## config.mk

```make
export PLATFORM = sky130hd
export DESIGN_NAME = calendar_date_counter_core
export DESIGN_NICKNAME = d
export VERILOG_FILES = /design/src/rtl/core/caldate_pkg.sv /design/src/rtl/core/calendar_date_counter_core.sv
export SDC_FILE = /design/constraint.sdc
export NUM_CORES = 1
export LEC_CHECK = 0
export BUFFER_PORTS_ARGS = -buffer_cell sky130_fd_sc_hd__buf_2
export CAP_MARGIN = 15
export CORE_MARGIN = 3
export CORE_UTILIZATION = 45
export CTS_CLUSTER_SIZE = 24
export DETAILED_ROUTE_END_ITERATION = 16
export PLACE_DENSITY = 0.62
export SLEW_MARGIN = 10
export SYNTH_ARGS = -nofsm -noshare
export SYNTH_HDL_FRONTEND = slang
export SYNTH_SLANG_ARGS = --single-unit
```

## constraint.sdc

```tcl
create_clock -name i_clk -period 18.3 [get_ports i_clk]
set_input_delay 4.575 -clock i_clk [delete_from_list [all_inputs] [get_ports i_clk]]
set_output_delay 4.575 -clock i_clk [all_outputs]
set_load 0.005 [all_outputs]
```

## src/rtl/core/caldate_pkg.sv

```systemverilog
// ----------------------------------------------------------------------------
// Calendar date counter package
// Shared widths, calendar constants, operation codes and the month and
// leap year helper functions.
// ----------------------------------------------------------------------------
package caldate_pkg;

    // Field widths
    localparam int DAY_W   = 5;
    localparam int MONTH_W = 4;
    localparam int YEAR_W  = 14;

    // Calendar constants
    localparam logic [YEAR_W-1:0]  CUTOVER_YEAR = YEAR_W'(1916);
    localparam logic [YEAR_W-1:0]  MAX_YEAR     = YEAR_W'(9999);
    localparam logic [DAY_W-1:0]   CUTOVER_DAY  = DAY_W'(14);
    localparam logic [MONTH_W-1:0] MONTH_JAN    = MONTH_W'(1);
    localparam logic [MONTH_W-1:0] MONTH_FEB    = MONTH_W'(2);
    localparam logic [MONTH_W-1:0] MONTH_MAR    = MONTH_W'(3);
    localparam logic [MONTH_W-1:0] MONTH_APR    = MONTH_W'(4);
    localparam logic [MONTH_W-1:0] MONTH_DEC    = MONTH_W'(12);

    // Reciprocal of 25 scaled by 2^20, rounded up; exact for 14-bit years
    localparam int                 RECIP_SHIFT  = 20;
    localparam logic [15:0]        RECIP_25     = 16'd41944;
    localparam int                 PROD_W       = YEAR_W + 16;
    localparam int                 QUOT_W       = PROD_W - RECIP_SHIFT;

    // Operation codes carried in the input tuser
    typedef enum logic [0:0] {
        OP_TICK = 1'b0,
        OP_LOAD = 1'b1
    } t_op;

    // True when the year is a multiple of 25 (quotient by reciprocal product)
    function automatic logic div_by_25(input logic [YEAR_W-1:0] year);
        logic [PROD_W-1:0] prod;
        logic [QUOT_W-1:0] quot;
        logic [PROD_W-1:0] back;
        prod = PROD_W'(year) * PROD_W'(RECIP_25);
        quot = prod[PROD_W-1:RECIP_SHIFT];
        back = PROD_W'(quot) * PROD_W'(25);
        return back == PROD_W'(year);
    endfunction

    // Julian rule up to the cutover year, Gregorian rule after it
    function automatic logic is_leap(input logic [YEAR_W-1:0] year);
        logic div4;
        logic div16;
        logic div25;
        div4  = (year[1:0] == 2'b00);
        div16 = (year[3:0] == 4'b0000);
        div25 = div_by_25(year);
        if (year <= CUTOVER_YEAR) begin
            return div4;
        end
        return (div4 && !div25) || (div16 && div25);
    endfunction

    // Length of a month; zero for a month code out of range
    function automatic logic [DAY_W-1:0] month_days(input logic [MONTH_W-1:0] month,
                                                    input logic leap);
        logic [DAY_W-1:0] days;
        case (month)
            4'd1, 4'd3, 4'd5, 4'd7, 4'd8, 4'd10, 4'd12: days = DAY_W'(31);
            4'd4, 4'd6, 4'd9, 4'd11:                    days = DAY_W'(30);
            4'd2:    days = leap ? DAY_W'(29) : DAY_W'(28);
            default: days = '0;
        endcase
        return days;
    endfunction

endpackage

```

## src/rtl/core/calendar_date_counter_core.sv

```systemverilog
// ----------------------------------------------------------------------------
// Calendar date counter core
// Holds a date with valid and leap flags; a tick transaction advances it by
// one day and a load transaction stores and checks a given date.
// ----------------------------------------------------------------------------
// Every input transaction produces exactly one result transaction carrying the
// date after that transaction. One transaction is taken per clock cycle while
// the result side does not stall: the next date is formed in combinational
// logic (month length lookup, day and month increment, two constant multiplies
// for the divisible-by-25 test) and written straight into the date registers,
// which also drive the result port. A new transaction is accepted whenever the
// result register is empty or is being taken in the same cycle.
module calendar_date_counter_core (
    input  logic        i_clk,
    input  logic        i_rst_n,
    // Input stream
    input  logic        i_s_tvalid,
    output logic        o_s_tready,
    input  logic [23:0] i_s_tdata,  // load_day[4:0], load_month[8:5], load_year[22:9]
    input  logic [0:0]  i_s_tuser,  // operation[0]
    // Result stream
    output logic        o_m_tvalid,
    input  logic        i_m_tready,
    output logic [31:0] o_m_tdata   // cur_day[4:0], cur_month[8:5], cur_year[22:9],
                                    // date_valid[23], leap_year[24]
);

    localparam int DW = caldate_pkg::DAY_W;
    localparam int MW = caldate_pkg::MONTH_W;
    localparam int YW = caldate_pkg::YEAR_W;

    // Date state, which is also the result payload
    logic [DW-1:0] r_day,   n_day;
    logic [MW-1:0] r_month, n_month;
    logic [YW-1:0] r_year,  n_year;
    logic          r_valid, n_valid;
    logic          r_leap,  n_leap;
    logic          r_out_vld;

    // Input fields
    logic          in_acc;
    logic          op_load;
    logic [DW-1:0] ld_day;
    logic [MW-1:0] ld_month;
    logic [YW-1:0] ld_year;
    logic [DW-1:0] cur_len;
    logic [DW-1:0] ld_len;

    assign o_s_tready = !r_out_vld || i_m_tready;
    assign in_acc     = i_s_tvalid && o_s_tready;
    assign op_load    = (i_s_tuser[0] == caldate_pkg::OP_LOAD);
    assign ld_day     = i_s_tdata[4:0];
    assign ld_month   = i_s_tdata[8:5];
    assign ld_year    = i_s_tdata[22:9];

    // Next date for a tick or a load; the leap flag follows the next year
    always_comb begin
        n_day   = r_day;
        n_month = r_month;
        n_year  = r_year;
        n_valid = r_valid;
        cur_len = caldate_pkg::month_days(r_month, r_leap);
        if (op_load) begin
            n_day   = ld_day;
            n_month = ld_month;
            n_year  = ld_year;
        end else if (r_valid) begin
            if (r_year == caldate_pkg::CUTOVER_YEAR && r_month == caldate_pkg::MONTH_MAR
                && r_day == DW'(31)) begin
                // Skip over the days dropped at the calendar change
                n_day   = caldate_pkg::CUTOVER_DAY;
                n_month = caldate_pkg::MONTH_APR;
            end else if (r_day < cur_len) begin
                n_day = r_day + DW'(1);
            end else if (r_month < caldate_pkg::MONTH_DEC) begin
                n_day   = DW'(1);
                n_month = r_month + MW'(1);
            end else if (r_year < caldate_pkg::MAX_YEAR) begin
                n_day   = DW'(1);
                n_month = caldate_pkg::MONTH_JAN;
                n_year  = r_year + YW'(1);
            end
        end
        n_leap = caldate_pkg::is_leap(n_year);
        ld_len = caldate_pkg::month_days(ld_month, n_leap);
        if (op_load) begin
            n_valid = (ld_len != '0) && (ld_day != '0) && (ld_day <= ld_len)
                   && (ld_year != '0)
                   && !(ld_year == caldate_pkg::CUTOVER_YEAR
                        && ld_month == caldate_pkg::MONTH_APR
                        && ld_day < caldate_pkg::CUTOVER_DAY);
        end
    end

    // Date registers and result valid
    always_ff @(posedge i_clk) begin
        if (!i_rst_n) begin
            r_day     <= DW'(1);
            r_month   <= MW'(1);
            r_year    <= YW'(1);
            r_valid   <= 1'b1;
            r_leap    <= 1'b0;
            r_out_vld <= 1'b0;
        end else begin
            if (in_acc) begin
                r_day   <= n_day;
                r_month <= n_month;
                r_year  <= n_year;
                r_valid <= n_valid;
                r_leap  <= n_leap;
            end
            if (in_acc) begin
                r_out_vld <= 1'b1;
            end else if (i_m_tready) begin
                r_out_vld <= 1'b0;
            end
        end
    end

    assign o_m_tvalid = r_out_vld;
    assign o_m_tdata  = {7'd0, r_leap, r_valid, r_year, r_month, r_day};

    // A valid date always has a month in range and a nonzero day
    a_valid_range: assert property (@(posedge i_clk) disable iff (!i_rst_n)
        r_valid |-> (r_month >= MW'(1) && r_month <= MW'(12) && r_day != '0))
        else $error("valid date with month or day out of range");

    // A tick on an invalid date leaves the date unchanged
    a_invalid_hold: assert property (@(posedge i_clk) disable iff (!i_rst_n)
        (in_acc && !op_load && !r_valid) |=>
            ($stable(r_day) && $stable(r_month) && $stable(r_year) && !r_valid))
        else $error("tick changed an invalid date");

    // A leap year is always a multiple of four
    a_leap_div4: assert property (@(posedge i_clk) disable iff (!i_rst_n)
        r_leap |-> (r_year[1:0] == 2'b00))
        else $error("leap flag set on a year not divisible by four");

    // No result is lost: a pending result that is not taken blocks new input
    a_no_overrun: assert property (@(posedge i_clk) disable iff (!i_rst_n)
        (r_out_vld && !i_m_tready) |-> !o_s_tready)
        else $error("input accepted over a pending result");

endmodule

```

# Word level (Yosys, flattened, before mapping)
# Cells that the tools add are included.
[totals]
register_bits = 26
out_inout_bits = 34
[classes]
n_addsub = 3
n_mul = 2
order_cmp = 6
eq_ne = 29
muxes = 27
reduce_logical = 32
[ops]
columns = ["op", "n"]
rows = [
  ["$mux W14", 6],
  ["$eq A4 B4 Y1 const B", 10],
  ["$eq A4 B3 Y1 const B", 8],
  ["$mux W5", 6],
  ["$pmux W5 S3", 2],
  ["$eq A14 B11 Y1 const B", 2],
  ["$mul A14 B13 Y27 const B", 1],
  ["$mux W4", 6],
  ["$eq A4 B2 Y1 const B", 4],
  ["$eq A15 B14 Y1", 1],
  ["$mul A10 B5 Y15 const B", 1],
  ["$reduce_bool A5 Y1", 3],
  ["$add A14 B1 Y14 const B", 1],
  ["$le A14 B11 Y1 const B", 1],
  ["$lt A14 B14 Y1 const B", 1],
  ["$reduce_bool A14 Y1", 1],
  ["$reduce_or A7 Y1", 2],
  ["$logic_and A1 B1 Y1", 11],
  ["$eq A4 B1 Y1 const B", 2],
  ["$reduce_or A4 Y1", 2],
  ["$mux W1", 7],
  ["$add A5 B1 Y5 const B", 1],
  ["$eq A5 B5 Y1 const B", 1],
  ["$le A5 B5 Y1", 1],
  ["other kinds (14)", 18],
]

# Logic depth before layout (Yosys ltp)
# Gate-level depths: netlist of run 1.
[depth]
word_depth = 22
ltp_mapped = 61
ltp_nobuf = 59

# Worst setup path after synthesis of run 1
# Ideal clock, no wire load.
[synth_timing]
kind = "input to register"
start = "in i_s_tuser"
end = "reg r_valid"
arrival_ns = 14.431
required_time_ns = 18.194
setup_slack_ns = 3.763
path_stages = 50
n_path_buf = 4
cell_sequence = "clkbuf_1 clkbuf_1 clkbuf_1 nand2_1 o21ai_0 clkbuf_1 inv_1 ha_1 inv_1 ha_1 ha_1 ha_1 fa_1 inv_1 fa_1 inv_1 ha_1 a211oi_1 [14 not listed] a21o_1 a2111oi_0 nor2_1 xnor2_1 xor3_1 a31oi_1 a211oi_1 nand4_1 o211ai_1 a21oi_1 ha_1 nor2b_1 o21a_1 o21ai_0 nand2b_1 a21oi_1 a31oi_1 o311ai_0"
[synth_via]
elab_chain_len = 15
elab_cells_between_ends = 23
[synth_rtl]
columns = ["item", "line", "text"]
rows = [
  ["from (decl)", "calendar_date_counter_core.sv:20", "input logic [0:0] i_s_tuser,"],
  ["parallel branches: the longest is 15 deep, another holds $mul A14 B13 Y27", "n/a", ""],
  ["to (signal assigned)", "calendar_date_counter_core.sv:109", "r_valid <= n_valid;"],
  ["to (decl)", "calendar_date_counter_core.sv:36", "logic r_valid, n_valid;"],
]
# Several ways; the timed one is not identified. The select of a mux whose other input is x is not followed.
# A chain may end at the register's enable or synchronous reset.

# Worst setup path after layout of run 1
[layout_timing]
start = "in i_s_tuser"
end = "reg r_valid"
[layout_via]
elab_chain_len = 15
elab_cells_between_ends = 23
[layout_rtl]
columns = ["item", "line", "text"]
rows = [
  ["$mux W14 (*)", "calendar_date_counter_core.sv:63", "if (op_load) begin"],
  ["net n_year[2]", "calendar_date_counter_core.sv:35", "logic [YW-1:0] r_year, n_year;"],
  ["$mul A14 B13 Y27", "caldate_pkg.sv:40", "prod = PROD_W'(year) * PROD_W'(RECIP_25);"],
  ["$mul A10 B5 Y15", "caldate_pkg.sv:42", "back = PROD_W'(quot) * PROD_W'(25);"],
  ["$eq A15 B14 Y1", "caldate_pkg.sv:43", "return back == PROD_W'(year);"],
  ["$logic_not A1 Y1", "caldate_pkg.sv:57", "return (div4 && !div25) || (div16 && div25);"],
  ["$logic_and A1 B1 Y1", "caldate_pkg.sv:57", ""],
  ["$logic_or A1 B1 Y1", "caldate_pkg.sv:57", ""],
  ["$mux W1 (*)", "caldate_pkg.sv:57", ""],
  ["$mux W1 (*)", "caldate_pkg.sv:67", "4'd2: days = leap ? DAY_W'(29) : DAY_W'(28);"],
  ["$pmux W5 S3 (*)", "caldate_pkg.sv:64", "case (month)"],
  ["parallel branches: the longest is 2 deep, another holds $le A5 B5 Y1", "n/a", ""],
  ["$logic_and A1 B1 Y1 (*)", "calendar_date_counter_core.sv:87", "n_valid = (ld_len != '0) && (ld_day != '0) && (ld_day <= ld_len)"],
  ["$logic_and A1 B1 Y1 (*)", "calendar_date_counter_core.sv:88", "&& (ld_year != '0)"],
  ["$logic_and A1 B1 Y1 (*)", "calendar_date_counter_core.sv:89", "&& !(ld_year == caldate_pkg::CUTOVER_YEAR"],
]
# Mark *: on every way through the listed nets, which the timed path passes. The select of a mux whose other input is x is not followed.

==> flow_metrics.tcl, run 1 <==
set metrics [dict create \
    worst_hold_path_type "reg -> reg" \
    top_usage_layer "met2" \
    worst_pin_slew_ps 892 \
    finalCritPeriodShare_pct 89.2 \
    critPathBufInv 5 \
    antenna_found_initial 0 \
    start_kind "input pin" \
    grt_max_degree 50 \
    ant_nets 0 \
    fmax_mhz 61.2 \
    cts-buffers-inserted 3 \
    rows 44 \
    diodes 0 \
    post_cts_resized 0 \
    hold_viol 0 \
    cts-root-buf "clkbuf_16" \
    synth-async-reset-ratio_pct 0 \
    grt_overflow 0 \
    rsz0062_at_grt "false" \
    synthCells 805 \
    synth-seq-cells 26 \
    area_growth_pct 7.02 \
    groute.usage.overall_pct 21.3 \
    dieWidth_um 129 \
    clock_path_buffers 2 \
    critPathMostFrequentCell "ha_1" \
    numPortBuffers 54 \
    fill_cells 1429 \
    drv_slew 0 \
    max_cap_viol_count 0 \
    drt_pass1_iterations 4 \
    dieHeight_um 129 \
    required_ps 18460 \
    grt_util_met1_pct 30.3 \
    outcome "finished, final reports clean" \
    drc 0 \
    routedWlPerCell_um 16.9 \
    clk_pin_slew_ps 70 \
    crit_type "in -> reg" \
    crit_family "compound AO/OA/AOI/OAI gates" \
    place_congestion 0.902 \
    final.setup.tns_ps 0 \
    wl_um 17300 \
    cts_max_level 1 \
    holdBufCountCts 0 \
    num-nets-final 1067 \
    crit_fanout 49 \
    first_iter_violations 347 \
    via_count 5652 \
    grt_pass1_vias 5479 \
    cp.arrival_ps 16490 \
    dp_hpwl_um 14500 \
    finalSetupViolations 0 \
    cts_setup_buffers 0 \
    fin_skew_ps 1.20 \
    synth.avg_cell_area_um2 8.52 \
    layout_commonest_cell "ha_1" \
    clock_latency_ps 260 \
    dieArea_mm2 0.0168 \
    synth_edf_count 0 \
    start_util_pct 46.7 \
    use_met3_pct 1.48 \
    core-area_mm2 0.0147 \
    slowest_stage "buf_2" \
    yosysUniqueCellTypes 68 \
    yosysWarnings 0 \
    drive_gt1_share_pct 10.0 \
    end_kind "flop" \
    max-slew-margin-rel_pct 40.2 \
    cts_tree "built" \
    synthFlopType "dfxtp_1" \
    finalCriticalPeriod_ps 16330 \
    grtUsageMet2_pct 35.9 \
    syn_area_mm2 0.00686 \
    viasPerCell 5.52 \
    layout_common_cells "ha_1 (141), inv_1 (108), nand2_1 (58)" \
    ys_seq_area_share_pct 7.59 \
    worst_path_largest_cell_delay_ps 650 \
    grt_pass1_wl_um 28600 \
    cts.sinks 26 \
    pin_count 63 \
]
[synthesized netlist by cell type, drive strengths merged, types with 23 or more instances]
cell type / number / area (µm²)
a21oi: 46 / 230
inv: 110 / 413
xnor2: 39 / 342
ha: 141 / 1760
o21ai: 29 / 145
dfxtp: 26 / 521
nor2: 57 / 214
xor2: 23 / 201
fa: 57 / 1140
nand2: 58 / 218
[cell families (layout without fill, tap and decap cells)]
kind of cell / after synthesis / in the layout / share of synthesized area (%)
other: 1 / 7 / 0.0547
multiplexers: 15 / 15 / 2.34
AO/OA/AOI/OAI: 155 / 155 / 15.4
buffers and inverters: 142 / 170 / 8.37
XOR/XNOR: 66 / 66 / 9.25
adder cells (fa/ha/maj): 201 / 201 / 42.8
flip-flops: 26 / 26 / 7.59
AND/OR/NAND/NOR: 199 / 199 / 14.2
[sequential cells by signal, summed over array words and instances (netlist names)]
signal,cells
r_leap,1
r_year,14
r_valid,1
r_month,4
r_day,5
o_m_tvalid,1
[stage by stage]
step                      instances  util [%]  instance area (µm²)  setup WS, ps  hold WS, ps
final                          1023      49.9                 7340          1970          514
after global routing           1023      49.9                 7340          1040          536
after CTS                      1023      49.9                 7340          1920          522
after detailed placement       1019      49.2                 7230          1700          513
after global placement         1019      49.2                 7230          1710          509
after floorplan                 811         -                 6880          3760          463
[per-layer routing]
metal / wire length, µm / part of all wire [%]
met1: 8130 / 47
met2: 8170 / 47
met3: 658 / 3.8
met4: 319 / 1.8
met5: 0 / 0
[cell type report]
class | instances | area, µm² | area share [%]
clock buffer | 3 | 75.1 | 1.02
timing repair buffer | 56 | 285 | 3.89
sequential | 26 | 520 | 7.09
clock inverter | 1 | 30.0 | 0.409
multi-input combinational | 643 | 5790 | 78.8
inverter | 110 | 413 | 5.63
tap | 184 | 230 | 3.14
[worst min-delay path: stages, from the launching register on]
cell and delay [ps]:
dfxtp_1 350, nand2_1 70, a21oi_1 50
[final timing paths]
check                               end  cells after the start  slack (ps)        from
worst max-delay path            r_valid                     47        1970   i_s_tuser
worst min-delay path             r_leap                      2         510      r_leap
worst max register to register  r_valid                     54        4660  r_month[0]
worst min register to register   r_leap                      2         510      r_leap
Power of run 1 is not shown: default switching activity piles up to over one toggle a cycle in this logic, so the estimate is an artifact.
==> run 2: changes to the inputs <==
==> constraint.sdc (replaced) <==
create_clock -name i_clk -period 18.65 [get_ports i_clk]
set_input_delay 4.6625 -clock i_clk [delete_from_list [all_inputs] [get_ports i_clk]]
set_output_delay 4.6625 -clock i_clk [all_outputs]
set_load 0.005 [all_outputs]
==> run 2 against run 1 <==
Effect of this change:
- hold slack is essentially flat
- clock skew grew 0.50 ps
- die area is the same
- sequential share of layout area is the same
- count of clock-buffer cells in the layout is the same
- critical endpoint unchanged
- first-iteration DRC count shrank 12%
- design area is the same
- critical path depth is the same
- utilization is the same
- register-to-register slack gained 200 ps
==> flow_metrics.tcl, run 2 (synthesis gave the netlist of run 1 again) <==
set metrics [dict create \
    worst_path_largest_cell_delay_ps 660 \
    core-area_mm2 0.0147 \
    drt_pass1_iterations 5 \
    required_ps 18780 \
    cts_max_level 1 \
    grt_overflow 0 \
    clk_pin_slew_ps 70 \
    pre_cts_ws_ps 1970 \
    pin_count 63 \
    timing.rr.start "r_month[0]" \
    rows 44 \
    diodes 0 \
    crit_type "in -> reg" \
    cts_tree "built" \
    grt_pass1_vias 5510 \
    fmax_mhz 60.7 \
    first_iter_violations 306 \
    final.setup.tns_ps 0 \
    top_register "r_year" \
    worst_pin_slew_ps 878 \
    hold_slack_ps 514 \
    wl_um 17000 \
    drv_slew 0 \
    max-slew-margin-rel_pct 41.4 \
    reg2reg_to "r_valid" \
    crit_fanout 49 \
    place_congestion 0.905 \
    dieWidth_um 129 \
    slowest_stage "buf_2" \
    num-nets-final 1067 \
    hold_viol 0 \
    rsz0062_at_grt "false" \
    dieArea_mm2 0.0168 \
    largest_reg_flops 14 \
    fin_skew_ps 1.70 \
    rrSetupSlack_ps 4860 \
    reg2reg_depth 54 \
    dieHeight_um 129 \
    outcome "finished, final reports clean" \
    worst_slack_ps 2160 \
    reg_top3 "r_year (14), r_day (5), r_month (4)" \
    holdBufCountCts 0 \
    finalCritPeriodShare_pct 88.4 \
    finalSetupViolations 0 \
    start_kind "input pin" \
    antenna_found_initial 0 \
    cts-buffers-inserted 3 \
    layout_common_cells "ha_1 (141), inv_1 (108), nand2_1 (58)" \
    worst_hold_path_type "reg -> reg" \
    clock_path_buffers 2 \
    end_kind "flop" \
    dp_hpwl_um 14400 \
    cts_setup_buffers 0 \
    grt_pass1_wl_um 28200 \
    grt_max_degree 50 \
    start_util_pct 46.7 \
    layout_commonest_cell "ha_1" \
    viasPerCell 5.51 \
    via_count 5632 \
    numPortBuffers 54 \
    max_cap_viol_count 0 \
    hold_start "r_leap" \
    cts-root-buf "clkbuf_16" \
    critPathMostFrequentCell "ha_1" \
    min_to "r_leap" \
    drive_gt1_share_pct 10.0 \
    cts.sinks 26 \
    groute.usage.overall_pct 20.9 \
    area_growth_pct 7.02 \
    post_cts_resized 0 \
    clock_latency_ps 260 \
    min_path_cells 2 \
    drc 0 \
    ant_nets 0 \
    cp.arrival_ps 16620 \
    routedWlPerCell_um 16.6 \
    finalCriticalPeriod_ps 16490 \
]
-- run 2: layer usage --
layer / up-vias / GRT usage (%) / wire length, µm
met1: 2632 / 29.7 / 8010
met5: - / 0 / 0
met2: 126 / 35.8 / 8090
met3: 26 / 0.948 / 593
met4: 0 / 3.85 / 313
li1: 2848 / - / -
-- run 2: worst max-delay path: cells and delay by family --
kind	cells	cell delay [ps]
buffers and inverters	5	1460
AO/OA/AOI/OAI	20	4490
XOR/XNOR	3	800
AND/OR/NAND/NOR	8	1500
adder cells (fa/ha/maj)	11	3690
-- run 2: through the flow --
stage | cell area [µm²] | util [%] | cells
after floorplan | 6880 | - | 811
after global placement | 7230 | 49.2 | 1019
after detailed placement | 7230 | 49.2 | 1019
after CTS | 7340 | 49.9 | 1023
after global routing | 7340 | 49.9 | 1023
final | 7340 | 49.9 | 1023
-- run 2: how the worst max path moves through the flow --
stage | start | endpoint | slack [ps] | cells after the start
global placement | i_s_tuser | r_valid | 1970 | 47
CTS | i_s_tuser | r_valid | 2190 | 47
floorplan | i_s_tuser | r_valid | 4030 | 50
finish | i_s_tuser | r_valid | 2160 | 47
detailed placement | i_s_tuser | r_valid | 1970 | 47
global route | i_s_tuser | r_valid | 1340 | 47
-- run 2: cell type report --
type,count,area [µm²]
fillers,1441,7360
multi-input cells,643,5790
flip-flops and latches,26,520
inverters,110,413
repair buffers,56,285
well taps,184,230
clock buffers,3,75.1
clock inverters,1,30.0
Power of run 2 is left out for the same reason.
